==> src/design/assert_macros.svh <==
// assertion macros shared by the rtl
`ifndef ASSERT_MACROS_SVH
`define ASSERT_MACROS_SVH

// property checked on every rising clock edge outside reset
`define ASSERT_ALWAYS(label, prop, msg) \
    label: assert property (@(posedge clk) disable iff (!rst_n) (prop)) else $error(msg);

// overlapping implication checked outside reset
`define ASSERT_IMPLY(label, ante, cons, msg) \
    label: assert property (@(posedge clk) disable iff (!rst_n) (ante) |-> (cons)) \
        else $error(msg);

// next-cycle implication checked outside reset
`define ASSERT_NEXT(label, ante, cons, msg) \
    label: assert property (@(posedge clk) disable iff (!rst_n) (ante) |=> (cons)) \
        else $error(msg);

`endif

==> src/design/msm_pkg.sv <==
// shared types and constants of the sample mixer
`default_nettype none
package msm_pkg;

    localparam int VOICES_DEF    = 8;
    localparam int ADDR_BITS_DEF = 16;

    localparam int POS_W   = 18;
    localparam int FRAC_W  = 16;
    localparam int STEP_W  = 20;
    localparam int VOL_W   = 7;
    localparam int LEN_W   = 17;
    localparam int MASK_W  = 8;
    localparam int PROD_W  = 15;
    localparam int SCALE_W = 17;

    localparam logic [1:0] CMD_TICK  = 2'd0;
    localparam logic [1:0] CMD_WRITE = 2'd1;
    localparam logic [1:0] CMD_START = 2'd2;
    localparam logic [1:0] CMD_STOP  = 2'd3;

    localparam logic [15:0] RECIP_127   = 16'd33027;
    localparam int          RECIP_SHIFT = 22;
    localparam logic [8:0]  SILENCE     = 9'd128;

    localparam logic signed [15:0] SAT_HIGH = 16'sh7fff;
    localparam logic signed [15:0] SAT_LOW  = -16'sh8000;

    typedef struct packed {
        logic [1:0]         command;
        logic [2:0]         voice;
        logic [15:0]        mem_address;
        logic [7:0]         sample_byte;
        logic [LEN_W-1:0]   sound_length;
        logic [STEP_W-1:0]  pitch_step;
        logic [VOL_W-1:0]   left_volume;
        logic [VOL_W-1:0]   right_volume;
        logic signed [15:0] music_left;
        logic signed [15:0] music_right;
    } mix_in_t;

    typedef struct packed {
        logic signed [15:0] out_left;
        logic signed [15:0] out_right;
        logic [MASK_W-1:0]  playing_mask;
    } mix_out_t;

    typedef struct packed {
        logic latch;
        logic mem_wr;
        logic voice_start;
        logic voice_stop;
        logic sums_init;
        logic rd_issue;
        logic mul;
        logic div;
        logic acc;
        logic emit;
    } ctrl_cmd_t;

    typedef struct packed {
        logic [1:0] command;
        logic       sel_playing;
        logic       out_free;
    } ctrl_status_t;

endpackage
`default_nettype wire

==> src/design/msm_ctrl.sv <==
// controller state machine sequencing commands and voices
`default_nettype none
module msm_ctrl #(
    parameter int VOICES = msm_pkg::VOICES_DEF
) (
    input  wire logic                  clk,
    input  wire logic                  rst_n,
    input  wire logic                  cmd_valid,
    output logic                       cmd_stall,
    input  wire msm_pkg::ctrl_status_t status,
    output msm_pkg::ctrl_cmd_t         ctl,
    output logic [((VOICES > 1) ? $clog2(VOICES) : 1)-1:0] voice_sel
);
    import msm_pkg::*;

    localparam int VOICE_BITS = (VOICES > 1) ? $clog2(VOICES) : 1;
    localparam logic [VOICE_BITS-1:0] LAST_VOICE = VOICE_BITS'(VOICES - 1);

    localparam logic [2:0] S_IDLE     = 3'd0;
    localparam logic [2:0] S_DISPATCH = 3'd1;
    localparam logic [2:0] S_VOICE    = 3'd2;
    localparam logic [2:0] S_MUL      = 3'd3;
    localparam logic [2:0] S_DIV      = 3'd4;
    localparam logic [2:0] S_ACC      = 3'd5;
    localparam logic [2:0] S_OUT      = 3'd6;

    logic [2:0]            state_reg, state_next;
    logic [VOICE_BITS-1:0] idx_reg, idx_next;

    always_ff @(posedge clk or negedge rst_n)
    begin
        if (!rst_n)
        begin
            state_reg <= S_IDLE;
            idx_reg   <= '0;
        end
        else
        begin
            state_reg <= state_next;
            idx_reg   <= idx_next;
        end
    end

    always_comb
    begin
        state_next = state_reg;
        idx_next   = idx_reg;
        ctl        = '0;
        cmd_stall  = (state_reg != S_IDLE);
        unique case (state_reg)
            S_IDLE:
            begin
                if (cmd_valid)
                begin
                    ctl.latch  = 1'b1;
                    state_next = S_DISPATCH;
                end
            end
            S_DISPATCH:
            begin
                unique case (status.command)
                    CMD_WRITE:
                    begin
                        ctl.mem_wr = 1'b1;
                        state_next = S_IDLE;
                    end
                    CMD_START:
                    begin
                        ctl.voice_start = 1'b1;
                        state_next      = S_IDLE;
                    end
                    CMD_STOP:
                    begin
                        ctl.voice_stop = 1'b1;
                        state_next     = S_IDLE;
                    end
                    default:
                    begin
                        ctl.sums_init = 1'b1;
                        idx_next      = '0;
                        state_next    = S_VOICE;
                    end
                endcase
            end
            S_VOICE:
            begin
                if (status.sel_playing)
                begin
                    ctl.rd_issue = 1'b1;
                    state_next   = S_MUL;
                end
                else if (idx_reg == LAST_VOICE)
                begin
                    state_next = S_OUT;
                end
                else
                begin
                    idx_next = idx_reg + 1'b1;
                end
            end
            S_MUL:
            begin
                ctl.mul    = 1'b1;
                state_next = S_DIV;
            end
            S_DIV:
            begin
                ctl.div    = 1'b1;
                state_next = S_ACC;
            end
            S_ACC:
            begin
                ctl.acc = 1'b1;
                if (idx_reg == LAST_VOICE)
                begin
                    state_next = S_OUT;
                end
                else
                begin
                    idx_next   = idx_reg + 1'b1;
                    state_next = S_VOICE;
                end
            end
            S_OUT:
            begin
                if (status.out_free)
                begin
                    ctl.emit   = 1'b1;
                    state_next = S_IDLE;
                end
            end
            default:
            begin
                state_next = S_IDLE;
            end
        endcase
    end

    assign voice_sel = idx_reg;

endmodule
`default_nettype wire

==> config.mk <==
export PLATFORM = sky130hd
export DESIGN_NAME = msm_ctrl
export DESIGN_NICKNAME = d
export VERILOG_FILES = /design/src/design/assert_macros.svh /design/src/design/msm_pkg.sv /design/src/design/msm_ctrl.sv
export SDC_FILE = /design/constraint.sdc
export NUM_CORES = 1
export LEC_CHECK = 0
export BUFFER_PORTS_ARGS = -buffer_cell sky130_fd_sc_hd__buf_2
export CAP_MARGIN = 10
export CORE_AREA = 2 2 39 41
export CTS_CLUSTER_DIAMETER = 30
export DETAILED_ROUTE_END_ITERATION = 6
export DIE_AREA = 0 0 41 43
export MAX_ROUTING_LAYER = met4
export PLACE_DENSITY_LB_ADDON = 0.08
export REMOVE_ABC_BUFFERS = 1
export SLEW_MARGIN = 20
export SYNTH_ARGS = -nofsm -noshare
export SYNTH_HDL_FRONTEND = slang
export SYNTH_SLANG_ARGS = --single-unit
export TNS_END_PERCENT = 50
==> constraint.sdc <==
create_clock -name clk -period 2 [get_ports clk]
set_input_delay 0.3 -clock clk [delete_from_list [all_inputs] [get_ports clk]]
set_output_delay 0.3 -clock clk [all_outputs]
set_load 0.01 [all_outputs]
* Word level (Yosys, flattened, before mapping)
Index checks and enable logic that the tools add are counted.
Widths: inputs -> output; s select.
** Storage, ports and cells
- Flip-flop bits (word level) :: 6
- Bits of input ports :: 7
- Output and inout bits :: 14
- Word-level logic and storage cells :: 49
** Operators by class
- Add/subtract/negate cells :: 1
- Equality and inequality tests :: 15
- Muxes and demuxes :: 25
- Reductions and logical operators :: 6
** Operators by type and width (count)
- $mux 3 :: 8
- $pmux 3 s7 :: 1
- $mux 1 :: 13
- $eq 3x3->1 const B :: 4
- $pmux 3 s3 :: 1
- $ne 2x2->1 const B :: 4
- $eq 3x2->1 const B :: 2
- $reduce_and 3->1 :: 2
- $reduce_bool 3->1 :: 2
- $eq 2x2->1 const B :: 2
- $mux 4 :: 1
- $add 3x1->3 const B :: 1
- $eq 3x1->1 const B :: 1
- $logic_not 3->1 :: 1
- $ne 3x3->1 const B :: 1
- $reduce_or 3->1 :: 1
- $eq 2x1->1 const B :: 1
- $mux 2 :: 1

* Depth between registers and ports, before layout
- Word-level depth :: 4
- Mapped depth :: 6
- Depth with buffers taken out :: 6

* Worst setup path before layout
Ideal clock, no wire load.
- Path kind :: reg-to-output
- From :: reg state_reg[1]
- To :: out ctl[9] (netlist name)
- Arrival :: 1.182 ns
- Data required time :: 1.700 ns
- Path slack :: 0.518 ns
- Cell stages (with the launch flop) :: 4
- Path buffers :: 1
- Cells stage by stage :: dfrtp_1 -> clkbuf_1 -> or3_1 -> nor2_1
** RTL lines
- start, declared :: line msm_ctrl.sv:27 : logic [2:0] state_reg, state_next;
- start signal, assigned :: line msm_ctrl.sv:39 : state_reg <= state_next;
- end, declared :: line msm_ctrl.sv:11 : output msm_pkg::ctrl_cmd_t ctl,

==> impl_metrics.env <==
export IMPL_nNetsFinal=92
export IMPL_slowest_delay_ns=0.49
export IMPL_cp_required_ns=1.70
export IMPL_synth_most_common_cell="nor2_1"
export IMPL_yosys_warnings=0
export IMPL_hold_path_class="in -> reg"
export IMPL_place_congestion=0.715
export IMPL_synth_cell_types=26
export IMPL_drcViolationCount=0
export IMPL_min_from="status[1]"
export IMPL_portBuffers=20
export IMPL_post_drt_wl_per_cell_um=11.3
export IMPL_clkSinkCount=6
export IMPL_worstPathArrival_ns=1.53
export IMPL_period_needed_ns=1.83
export IMPL_wl_mm=1.10
export IMPL_synthToLayoutAreaGrowth_pct=29.0
export IMPL_synth_avg_cell_area_um2=7.65
export IMPL_path_cells="nand2b_1 -> nor4b_1 -> buf_2"
export IMPL_peakVddDrop_mv=0.580
export IMPL_drive_above_1_share_pct=29.6
export IMPL_path_class="reg -> out"
export IMPL_crit_family="simple AND/OR/NAND/NOR gates"
export IMPL_synth_top_area_share_pct=32.2
export IMPL_cap_violations=0
export IMPL_worst_r2r_setup_slack_ns=0.46
export IMPL_routed_via_density=5.18
export IMPL_setup_ws_ns=0.171
export IMPL_r2r_end="voice_sel[2]"
export IMPL_crit_buf_inv=1
export IMPL_path_clk_slew_ns=0.04
export IMPL_cts_tree="done"
export IMPL_drv_slew=0
export IMPL_ys_ff_latch=6
export IMPL_startpoint_type="flip-flop"
export IMPL_timing_final_crit_share_pct=91.5
export IMPL_num_antenna_cells=0
export IMPL_endpoint_kind="output pin"
export IMPL_synthTopCellsByCount="8 x nor2_1, 6 x dfrtp_1, 4 x inv_1, 4 x nand2_1, 4 x o22ai_1"
export IMPL_synth_edf_count=0
export IMPL_antenna_found_initial=0
export IMPL_min_to="state_reg[0]"
export IMPL_synth_area_leaders="dfrtp_1 32%, nor2_1 6.4%, ha_1 5.4%"
export IMPL_worst_pin_slew_ns=0.463
export IMPL_grt_pass1_wl_mm=1.70
export IMPL_htree_levels=1
export IMPL_firstDrtPassIters=4
export IMPL_track_usage_pct=14.6
export IMPL_drtIter0Drc=5
export IMPL_vias=502
export IMPL_synth_top_cell_by_area="dfrtp_1"
export IMPL_rsz0062_at_grt="no"
export IMPL_die_area_mm2=0.00176
export IMPL_grt_max_degree=17
export IMPL_row_count=14
export IMPL_tns_ns=0
export IMPL_synthArstFlopShare_pct=100
export IMPL_place_ws_ns=0.425
export IMPL_hold_viol=0
export IMPL_syn_area_um2=467
export IMPL_cts_made_buffers=3
export IMPL_worstPathMaxFanout=13
export IMPL_holdPathStages=3
export IMPL_setup_viol=0
export IMPL_syn_instance_count=61
export IMPL_power_leakage_nw=0.330
export IMPL_fmaxAchievable_mhz=547
export IMPL_grt_overflow_total=0
export IMPL_clock_latency_ns=0.24
export IMPL_cts_root_buf="clkbuf_4"
export IMPL_initial_core_util_pct=33.7
export IMPL_pin_count=21
export IMPL_status="completed"
export IMPL_worstReg2RegStart="state_reg[2]"
export IMPL_finClkSkew_ns=0.00140
export IMPL_critPathSlowestCell="dfrtp_1"
export IMPL_coreArea_mm2=0.00138
export IMPL_postCtsResizedCells=0
export IMPL_ys_seq_area_share_pct=32.2
export IMPL_clk_path_buf_depth=2
export IMPL_slew_headroom_pct=69.1
export IMPL_die_h_um=43
export IMPL_hpwl_um=838
export IMPL_ys_flop_type="dfrtp_1"
export IMPL_grt_pass1_vias=411
export IMPL_worstRegToRegCells=4
export IMPL_p_per_area_mw_per_mm2=1360
export IMPL_die_x_um=41
export IMPL_ant_nets=0
-- power by group --
part           total, mW  leakage, nW  switching, mW  internal, mW
Clock              0.106       0.0138         0.0384        0.0675
Combinational      0.435        0.237          0.230         0.205
Sequential         0.276       0.0788          0.106         0.169
Total              0.817        0.330          0.375         0.442
-- logic make-up (layout without fill, tap and decap cells) --
kind of cell / after synthesis / in the layout / synth area share, %
buffers and inverters: 8 / 28 / 6.97
flip-flops: 6 / 6 / 32.2
adder cells (fa/ha/maj): 2 / 2 / 5.36
AND/OR/NAND/NOR: 29 / 29 / 32.7
AO/OA/AOI/OAI: 16 / 16 / 22.8
-- repair_timing --
| action | CTS | global route |
|---|---|---|
| hold buffers | 1 | 0 |
| hold endpoints to repair | 6 | 0 |
| setup buffers | 0 | 0 |
-- metal layers --
metal | up-vias | GRT usage, % | share of wire (%) | wire length (um)
li1 | 261 | - | - | -
met1 | 229 | 17.8 | 46 | 505
met4 | 0 | 2.00 | 0 | 0
met2 | 12 | 21.3 | 47 | 521
met5 | - | - | 0 | 0
met3 | 0 | 8.38 | 6.4 | 70
-- worst reg2reg max path, cell delays in order (launching register included) --
cell and delay [ns]:
dfrtp_1 0.54, or3b_1 0.47, o22a_1 0.20, nor2_2 0.12, a22o_1 0.15
-- layout by cell type (no fill, tap or decap), drive strengths merged --
cell,n
a22o,2
nor4b,1
nor2,9
dlygate4sd3,1
nand4,1
nor4,1
dfrtp,6
ha,2
clkbuf,3
nor3,3
inv,4
or3,1
buf,20
a21oi,3
o21ai,2
a211oi,1
o22a,2
a31oi,1
nand2b,2
nor2b,3
o22ai,4
a21o,1
or3b,1
and3,2
nand2,4
and2,1
-- how the worst max path moves through the flow --
stage	startpoint	to	slack (ns)	depth (start not counted)
CTS	state_reg[1]	ctl[7]	0.15	3
floorplan	state_reg[1]	ctl[7]	0.48	2
global route	state_reg[1]	ctl[8]	0.05	5
detailed placement	state_reg[1]	ctl[7]	0.43	3
finish	state_reg[1]	ctl[7]	0.17	3
global placement	state_reg[1]	ctl[7]	0.45	3
-- per-stage QoR --
stage	total power [mW]	cell area, um2	utilization (%)	cells	hold WS, ns
finish	0.817	602	43.5	97	0.355
global route	0.905	602	43.5	97	0.359
CTS	0.830	602	43.5	97	0.351
detailed placement	0.716	569	41.1	93	0.137
global placement	0.718	569	41.1	93	0.138
floorplan	0.565	449	-	57	0.00441
-- area by class of cell --
cell class,count,area (um2)
fill,157,782
multi-input combinational,47,284
sequential,6,150
timing repair buffer,21,110
clock buffer,3,22.5
tap,16,20.0
inverter,4,15.0
(Power assumes the default switching activity.)
